### config.mk
export PLATFORM = sky130hd
export DESIGN_NAME = sfs_front
export DESIGN_NICKNAME = d
export VERILOG_FILES = /design/src/sfs_pkg.sv /design/src/sfs_front.sv
export SDC_FILE = /design/constraint.sdc
export NUM_CORES = 1
export LEC_CHECK = 0
export BUFFER_PORTS_ARGS = -buffer_cell sky130_fd_sc_hd__buf_4
export CORE_ASPECT_RATIO = 0.9
export CORE_MARGIN = 1.5
export CORE_UTILIZATION = 50
export CTS_CLUSTER_SIZE = 24
export DETAILED_ROUTE_END_ITERATION = 12
export PLACE_DENSITY = 0.73
export SETUP_SLACK_MARGIN = 0.1
export SKIP_LAST_GASP = 1
export SYNTH_ARGS = -nofsm -noshare
export SYNTH_HDL_FRONTEND = slang
export SYNTH_SLANG_ARGS = --single-unit
### constraint.sdc
create_clock -name clk -period 4.7 [get_ports clk]
set_input_delay 0.94 -clock clk [delete_from_list [all_inputs] [get_ports clk]]
set_output_delay 0.94 -clock clk [all_outputs]
set_load 0.02 [all_outputs]
### src/sfs_pkg.sv
`timescale 1ns / 1ps
`default_nettype none

package sfs_pkg;

  localparam int MAX_BYTES_DEF = 1024;
  localparam int SEG_BYTES     = 6;

  // field widths
  localparam int REQ_W  = 3;
  localparam int ID_W   = 11;
  localparam int CNT_W  = 11;
  localparam int W16    = 16;
  localparam int DATA_W = 64;
  localparam int ST_W   = 3;

  // byte position within a transfer: below 2047 + 6
  localparam int POS_W  = 12;
  // segment count: ceil(2047 / 6) = 342
  localparam int SEGN_W = 9;
  localparam int FC_W   = 3;
  localparam logic [FC_W-1:0] FC_LAST = FC_W'(SEG_BYTES);

  // ceil(n/6) = ((n + 5) * 2731) >> 14, exact for n + 5 below 4096
  localparam int RECIP6_W  = 12;
  localparam logic [RECIP6_W-1:0] RECIP6 = 12'd2731;
  localparam int RECIP6_SH = 14;

  localparam logic [W16-1:0] ACK_PATTERN = 16'hABBA;
  localparam logic [W16-1:0] TIMEOUT_RST = 16'd100;

  localparam int QDEPTH = 4;
  localparam int QPTR_W = 2;

  // config port: one 32-bit register, index in paddr[2]
  localparam int CFG_AW = 3;
  localparam int CFG_DW = 32;
  localparam logic REG_TIMEOUT = 1'b0;

  localparam logic RK_FRAME = 1'b0;
  localparam logic RK_DONE  = 1'b1;

  typedef enum logic [REQ_W-1:0] {
    REQ_LOAD    = 3'd0,
    REQ_START   = 3'd1,
    REQ_ACK     = 3'd2,
    REQ_TICK    = 3'd3,
    REQ_REFUSE  = 3'd4,
    REQ_RXFAULT = 3'd5
  } req_t;

  typedef enum logic [2:0] {
    OP_LOAD,
    OP_START,
    OP_ACK,
    OP_TICK,
    OP_ABORT
  } op_t;

  typedef enum logic [ST_W-1:0] {
    ST_OK      = 3'd0,
    ST_REFUSED = 3'd1,
    ST_TIMEOUT = 3'd2,
    ST_RXFAULT = 3'd3,
    ST_BADACK  = 3'd4
  } status_t;

  typedef enum logic [1:0] {
    PH_IDLE,
    PH_HDR,
    PH_SEG
  } phase_t;

  typedef enum logic [1:0] {
    BK_RUN,
    BK_FETCH,
    BK_EMIT
  } bk_state_t;

  typedef struct packed {
    logic [REQ_W-1:0] req_type;
    logic [7:0]       data_byte;
    logic [ID_W-1:0]  target_id;
    logic [W16-1:0]   command;
    logic [CNT_W-1:0] byte_count;
    logic [W16-1:0]   ack_id;
    logic [W16-1:0]   ack_word;
  } sfs_in_t;

  typedef struct packed {
    logic              result_kind;
    logic [ID_W-1:0]   frame_id;
    logic [DATA_W-1:0] frame_data;
    logic [ST_W-1:0]   status;
  } sfs_out_t;

  typedef struct packed {
    op_t              op;
    status_t          abort_st;
    logic [7:0]       data_byte;
    logic [ID_W-1:0]  target_id;
    logic [W16-1:0]   command;
    logic [CNT_W-1:0] byte_count;
    logic [W16-1:0]   ack_id;
    logic             ack_word_ok;
  } q_entry_t;

  typedef struct packed {
    logic     valid;
    q_entry_t entry;
  } q_head_t;

endpackage

`default_nettype wire

### src/sfs_front.sv
`timescale 1ns / 1ps
`default_nettype none

module sfs_front (
  input  wire logic             clk,
  input  wire logic             rst_n,
  input  wire logic             in_valid,
  output logic                  in_stall,
  input  wire sfs_pkg::sfs_in_t in_data,
  output sfs_pkg::q_head_t      q_head,
  input  wire logic             q_pop
);

  sfs_pkg::q_entry_t q_r [sfs_pkg::QDEPTH];
  logic [sfs_pkg::QPTR_W-1:0] wr_ptr_r, wr_ptr_nxt;
  logic [sfs_pkg::QPTR_W-1:0] rd_ptr_r, rd_ptr_nxt;
  logic [sfs_pkg::QPTR_W:0]   count_r, count_nxt;

  sfs_pkg::q_entry_t ent_c;
  logic              keep_c;
  logic              push;

  // decode the request; unknown codes are taken and dropped here
  always_comb begin
    keep_c            = 1'b1;
    ent_c.op          = sfs_pkg::OP_LOAD;
    ent_c.abort_st    = sfs_pkg::ST_OK;
    ent_c.data_byte   = in_data.data_byte;
    ent_c.target_id   = in_data.target_id;
    ent_c.command     = in_data.command;
    ent_c.byte_count  = in_data.byte_count;
    ent_c.ack_id      = in_data.ack_id;
    ent_c.ack_word_ok = (in_data.ack_word == sfs_pkg::ACK_PATTERN);
    unique case (in_data.req_type)
      sfs_pkg::REQ_LOAD:  ent_c.op = sfs_pkg::OP_LOAD;
      sfs_pkg::REQ_START: ent_c.op = sfs_pkg::OP_START;
      sfs_pkg::REQ_ACK:   ent_c.op = sfs_pkg::OP_ACK;
      sfs_pkg::REQ_TICK:  ent_c.op = sfs_pkg::OP_TICK;
      sfs_pkg::REQ_REFUSE: begin
        ent_c.op       = sfs_pkg::OP_ABORT;
        ent_c.abort_st = sfs_pkg::ST_REFUSED;
      end
      sfs_pkg::REQ_RXFAULT: begin
        ent_c.op       = sfs_pkg::OP_ABORT;
        ent_c.abort_st = sfs_pkg::ST_RXFAULT;
      end
      default: keep_c = 1'b0;
    endcase
  end

  assign in_stall = (count_r == (sfs_pkg::QPTR_W + 1)'(sfs_pkg::QDEPTH));
  assign push     = in_valid && !in_stall && keep_c;

  assign q_head.valid = (count_r != '0);
  assign q_head.entry = q_r[rd_ptr_r];

  always_comb begin
    wr_ptr_nxt = push  ? wr_ptr_r + 1'b1 : wr_ptr_r;
    rd_ptr_nxt = q_pop ? rd_ptr_r + 1'b1 : rd_ptr_r;
    unique case ({push, q_pop})
      2'b10:   count_nxt = count_r + 1'b1;
      2'b01:   count_nxt = count_r - 1'b1;
      default: count_nxt = count_r;
    endcase
  end

  always_ff @(posedge clk) begin
    if (!rst_n) begin
      wr_ptr_r <= '0;
      rd_ptr_r <= '0;
      count_r  <= '0;
    end else begin
      wr_ptr_r <= wr_ptr_nxt;
      rd_ptr_r <= rd_ptr_nxt;
      count_r  <= count_nxt;
    end
  end

  always_ff @(posedge clk) begin
    if (push) begin
      q_r[wr_ptr_r] <= ent_c;
    end
  end

endmodule

`default_nettype wire

Word level (Yosys, flattened, before mapping)
Memories as Yosys holds them, arrays and structs flattened. A register that Yosys moved wholly into a read port is not among the register bits.
Cells that the tools add are included.
{"block": "classes", "addsub": 4, "n_eq_ne": 9, "muxes": 8, "reduce_logical": 8}
{"cell": "equality test 16 bit, second input constant", "count": 1}
{"cell": "one-hot mux 3 bit (4 select lines)", "count": 1}
{"cell": "equality test 3 bit, second input constant", "count": 3}
{"cell": "equality test 3 x 2 -> 1 bit, second input constant", "count": 2}
{"cell": "one-hot mux 3 bit (2 select lines)", "count": 1}
{"cell": "OR reduction 6 bit", "count": 1}
{"cell": "adder 2 x 1 -> 2 bit, second input constant", "count": 2}
{"cell": "2-to-1 mux 2 bit", "count": 2}
{"cell": "one-hot mux 2 bit (2 select lines)", "count": 1}
{"cell": "adder 3 x 1 -> 3 bit, second input constant", "count": 1}
{"cell": "equality test 3 x 1 -> 1 bit, second input constant", "count": 1}
{"cell": "zero test 3 bit", "count": 1}
{"cell": "2-to-1 mux 1 bit", "count": 3}
{"cell": "nonzero test 3 bit", "count": 1}
{"cell": "subtractor 3 x 1 -> 3 bit, second input constant", "count": 1}
{"cell": "equality test 2 x 1 -> 1 bit, second input constant", "count": 1}
{"cell": "equality test 2 bit, second input constant", "count": 1}
{"cell": "logical AND 1 bit", "count": 2}
{"cell": "nonzero test 2 bit", "count": 1}
{"cell": "OR reduction 2 bit", "count": 1}
{"cell": "zero test 1 bit", "count": 1}
{"block": "word_totals", "reg_bits": 7, "ramBits": 272, "output_inout_bits": 71, "word_cells": 33, "mem_count": 1}
{"name": "q_r", "words": 4, "width": 68, "read_ports": 1, "rd_ports_with_merged_regs": 1, "wr": 1, "line_no": "sfs_front.sv:14", "source": "sfs_pkg::q_entry_t q_r [sfs_pkg::QDEPTH];"}

Logic depth before layout (Yosys ltp)
{"block": "depth", "depth_word": 6, "ltp_mapped": 8, "mapped_depth_nobuf": 8}

Worst setup path before layout
No wires, ideal clock.
{"block": "synth_path", "kind": "input to register", "from": "in in_valid", "to": "mem q_r[0][0] (netlist name), enable pin", "setup_ps": 432, "t_arrival_ps": 2985, "path_slack_ps": 1283, "cell_stages": 3, "n_path_buf": 0, "cell_sequence": "inv_1 > a211oi_2 > and2_1"}
{"block": "synth_via", "elab_chain_len": 4}
{"item": "start: declaration", "line_no": "sfs_front.sv:7", "source": "input wire logic in_valid,"}
{"item": "logical AND 1 bit (2 in series)", "line_no": "sfs_front.sv:52", "source": "assign push = in_valid && !in_stall && keep_c;"}
{"item": "2-to-1 mux 1 bit", "line_no": "sfs_front.sv:80", "source": "if (push) begin"}
{"item": "2-to-1 mux 1 bit (implied by the code)", "line_no": "sfs_front.sv:81", "source": "q_r[wr_ptr_r] <= ent_c;"}
{"item": "end: declaration", "line_no": "sfs_front.sv:14"}
Every way passes these cells.

==> qor_table.md <==
| Parameter | This run |
|---|---|
| Run status | completed |
| Area growth from synthesis to final layout | 20.8% |
| Static power due to leakage | 4.18 nW |
| Register share of total power | 52.8% |
| Number of buffers created by CTS | 27 |
| Launching point of the worst reg2reg path | count_r[0]$_SDFFE_PN0P_ |
| Kind of launch point of the worst setup path | register |
| Cell chain of the critical path | buf_12, mux4_2, buf_4 |
| Post-Synthesis Cell Area | 0.0103 mm2 |
| Worst IR Drop VDD | 0.301 mV |
| Largest clock skew in the final design | 4.46 ps |
| Standard-cell row count | 49 |
| CTS hold repair buffers | 0 |
| Number of detailed-routing iterations run before antenna repair | 4 |
| Clock-pin slew on the worst setup and hold paths | 60 ps |
| Worst R2R Path Depth | 8 |
| Biggest fanout along the worst timing path | 39 |
| Post-DR wirelength/cell | 20.5 um |
| Final Hold Viols | 0 |
| Core area | 0.0200 mm2 |
| Die width | 154 um |
| Max-cap violation count | 0 |
| Leading cell types by count after synthesis | sky130_fd_sc_hd__edfxtp_1 (268), sky130_fd_sc_hd__mux4_2 (67), sky130_fd_sc_hd__and2_1 (9), sky130_fd_sc_hd__dfxtp_1 (9) |
| Busiest grt layer | met2 |
| Cell depth of the worst min-delay path | 2 |
| Number of top-level design ports | 156 |
| Setup TNS after final layout | 0 ps |
| Internal Power | 4.25 mW |
| Number of global-route vias before repair | 4802 |
| Fillcell total | 1399 |
| Number of antenna-violating nets in the routed design | 0 |
| Average instance area after synthesis | 25.0 um2 |
| Layout Nets | 667 |
| Cell Area, Placed | 0.0116 mm2 |
| Share of the cycle needed by the critical path after routing | 71.6% |
| Combinational group share of total power | 12.7% |
| Aggregate routed wire length | 17500 um |
| First-pass GRT wire length | 26600 um |
| Maximum clock frequency | 297 MHz |
| Class of the most critical setup path | register to output port |
| Grt met1 use | 21.5% |
| Vias post-DR | 4612 |
| Headroom to the max-slew limit | 30.0% |
| Switching component of the power | 1.28 mW |
| Bufs on Longest Clock Path | 3 |
| Post-synth EDFFs | 268 |
| Fraction of layout instances using a drive strength above 1 | 44.5% |
| Tot GR Track Use | 16.4% |
| Number of max-slew violations in the final report | 0 |
| Number of buffers inserted by port buffering | 154 |
| CTS tree | yes |
| Ranking of synthesized cells by area | sky130_fd_sc_hd__edfxtp_1 (78%), sky130_fd_sc_hd__mux4_2 (15%), sky130_fd_sc_hd__dfxtp_1 (1.8%), sky130_fd_sc_hd__buf_12 (0.78%), sky130_fd_sc_hd__ha_1 (0.61%) |
| Post-synth ARST share | 0% |
| Average via count per standard cell | 5.42 |
| Endpoint class of the critical path | output port |
| Number of antenna violations at the first check in global routing | 0 |
| Worst reg-to-reg setup slack | 2250 ps |
| Most area-hungry cell type in the Yosys netlist | sky130_fd_sc_hd__edfxtp_1 |
| Clock network latency to the later pin of the worst-skew pair | 530 ps |
| Slew at the pin closest to its max-slew limit | 1050 ps |
| Yosys top cell area share | 78.5% |
| Setup repair after global routing missed its margin | false |
| Switching part of the total | 23.1% |
| Overflow left after global routing | 0 |
| Post-synthesis register bit count | 277 |
| Library cell contributing the largest single delay on the critical path | sky130_fd_sc_hd__dfxtp_4 |
| CTS H-tree depth | 1 |
| Net Count, Synth | 501 |
| Drc violations | 0 |
| Gate count after technology mapping | 410 |
| Detailed placement HPWL | 9870 um |
| Resized Gates After CTS | 0 |
| Worst hold path type | register to register |
| Power Total | 5.53 mW |
| Cell Pwr Density | 447 mW/mm2 |
| Distinct cell type count after synthesis | 29 |
| Clock Root Buffer | sky130_fd_sc_hd__clkbuf_16 |
| Largest net degree at the start of global routing | 68 |
| Number of warnings reported in the yosys synthesis log | 0 |
| Fraction of met3 tracks used by global routing | 4.56% |
| Vertical extent of the die | 139 um |
| Worst path max stage delay | 740 ps |
| Crit path required time | 3760 ps |
| Floorplan die area | 0.0214 mm2 |
| Prevailing post-synth register cell | sky130_fd_sc_hd__edfxtp_1 |
| Data arrival time of the critical path | 2430 ps |
| Initial Utilization | 51.2% |
| Clock period minus worst slack | 3370 ps |
| Part of the power in the clock network | 34.4% |
| Clock sink count | 277 |
| Routability-driven placement congestion ratio | 0.677 |
| GR Layer Usage met2 | 27.5% |
| Source of the worst hold timing path | wr_ptr_r[0]$_SDFFE_PN0P_ |
| Final cell area excluding filler cells | 0.0124 mm2 |
| Final setup viols | 0 |
| Seq/Total Area, Yosys | 80.2% |
| Setup bufs post-CTS | 0 |
| Number of design-rule violations left by the first detailed-router iteration | 256 |
| Antenna diode instance count | 0 |
| Cell with the most instances after synthesis | sky130_fd_sc_hd__edfxtp_1 |
==> cell usage in the layout (no fill, tap or decap), types with 4 or more instances in the layout <==
cell	count
sky130_fd_sc_hd__and2_1	5
sky130_fd_sc_hd__and2_4	4
sky130_fd_sc_hd__buf_4	154
sky130_fd_sc_hd__clkbuf_1	8
sky130_fd_sc_hd__clkbuf_16	27
sky130_fd_sc_hd__clkinv_1	5
sky130_fd_sc_hd__clkinv_2	5
sky130_fd_sc_hd__dfxtp_1	7
sky130_fd_sc_hd__edfxtp_1	268
sky130_fd_sc_hd__ha_1	5
sky130_fd_sc_hd__inv_1	4
sky130_fd_sc_hd__mux4_2	67
sky130_fd_sc_hd__nand2_1	5
sky130_fd_sc_hd__nor2b_1	4
==> power by group through the flow <==
stage | logic [mW] | clock network (mW) | registers (mW)
6_report | 0.704 | 1.90 | 2.92
5_1_grt | 0.749 | 2.04 | 2.94
4_1_cts | 0.717 | 1.95 | 2.93
3_5_place_dp | 0.715 | 0 | 2.98
3_3_place_gp | 0.703 | 0 | 2.97
2_1_floorplan | 0.453 | 0 | 2.93
==> state kept, by name, summed over array words and instances, names as in the netlist, named ones only <==
name      count
rd_ptr_r      2
q_r         268
count_r       3
wr_ptr_r      2
==> path summary, 6_finish.rpt <==
path,end
max,q_head[60]
min,wr_ptr_r[0]$_SDFFE_PN0P_
max reg2reg,count_r[2]$_SDFFE_PN0P_
min reg2reg,wr_ptr_r[0]$_SDFFE_PN0P_
==> area by class of cell <==
class	instances	area (um2)	area share [%]
sequential	277	8240	66.5
multi-input combinational	111	1860	15.0
timing repair buffer	155	1180	9.50
clock buffer	35	706	5.70
tap	255	319	2.58
clock inverter	14	75.1	0.606
inverter	4	15.0	0.121
==> logic make-up (layout without fill, tap and decap cells) <==
logic type / count (synthesis) / count (layout) / share of synthesized area [%]
flops: 277 / 277 / 80.2
mux: 70 / 70 / 15.0
simple gates: 27 / 27 / 1.60
buf+inv: 22 / 208 / 1.74
fa+ha+maj: 6 / 6 / 0.805
xor+xnor: 4 / 4 / 0.342
compound gates: 3 / 3 / 0.244
other cells: 1 / 1 / 0.0366
==> per-layer routing <==
metal  vias up  wire, um
met5         -         0
met4         0       371
met3        30      1290
met2       163      8490
met1      2364      7320
li1       2055         -
==> stage by stage <==
stage,cells,hold WS [ps],setup slack [ps],utilization [%]
6_report,851,518,1330,61.8
5_1_grt,851,547,1140,61.8
4_1_cts,851,524,1220,61.8
3_5_place_dp,802,515,1660,57.9
3_3_place_gp,802,480,1770,57.9
2_1_floorplan,410,467,1280,-
==> critical path, delay by kind of cell (launching register included) <==
family                 cells  cell delay [ps]
buffers and inverters      2              560
multiplexers               1              590
flip-flops                 1              740
(Power assumes the default switching activity.)
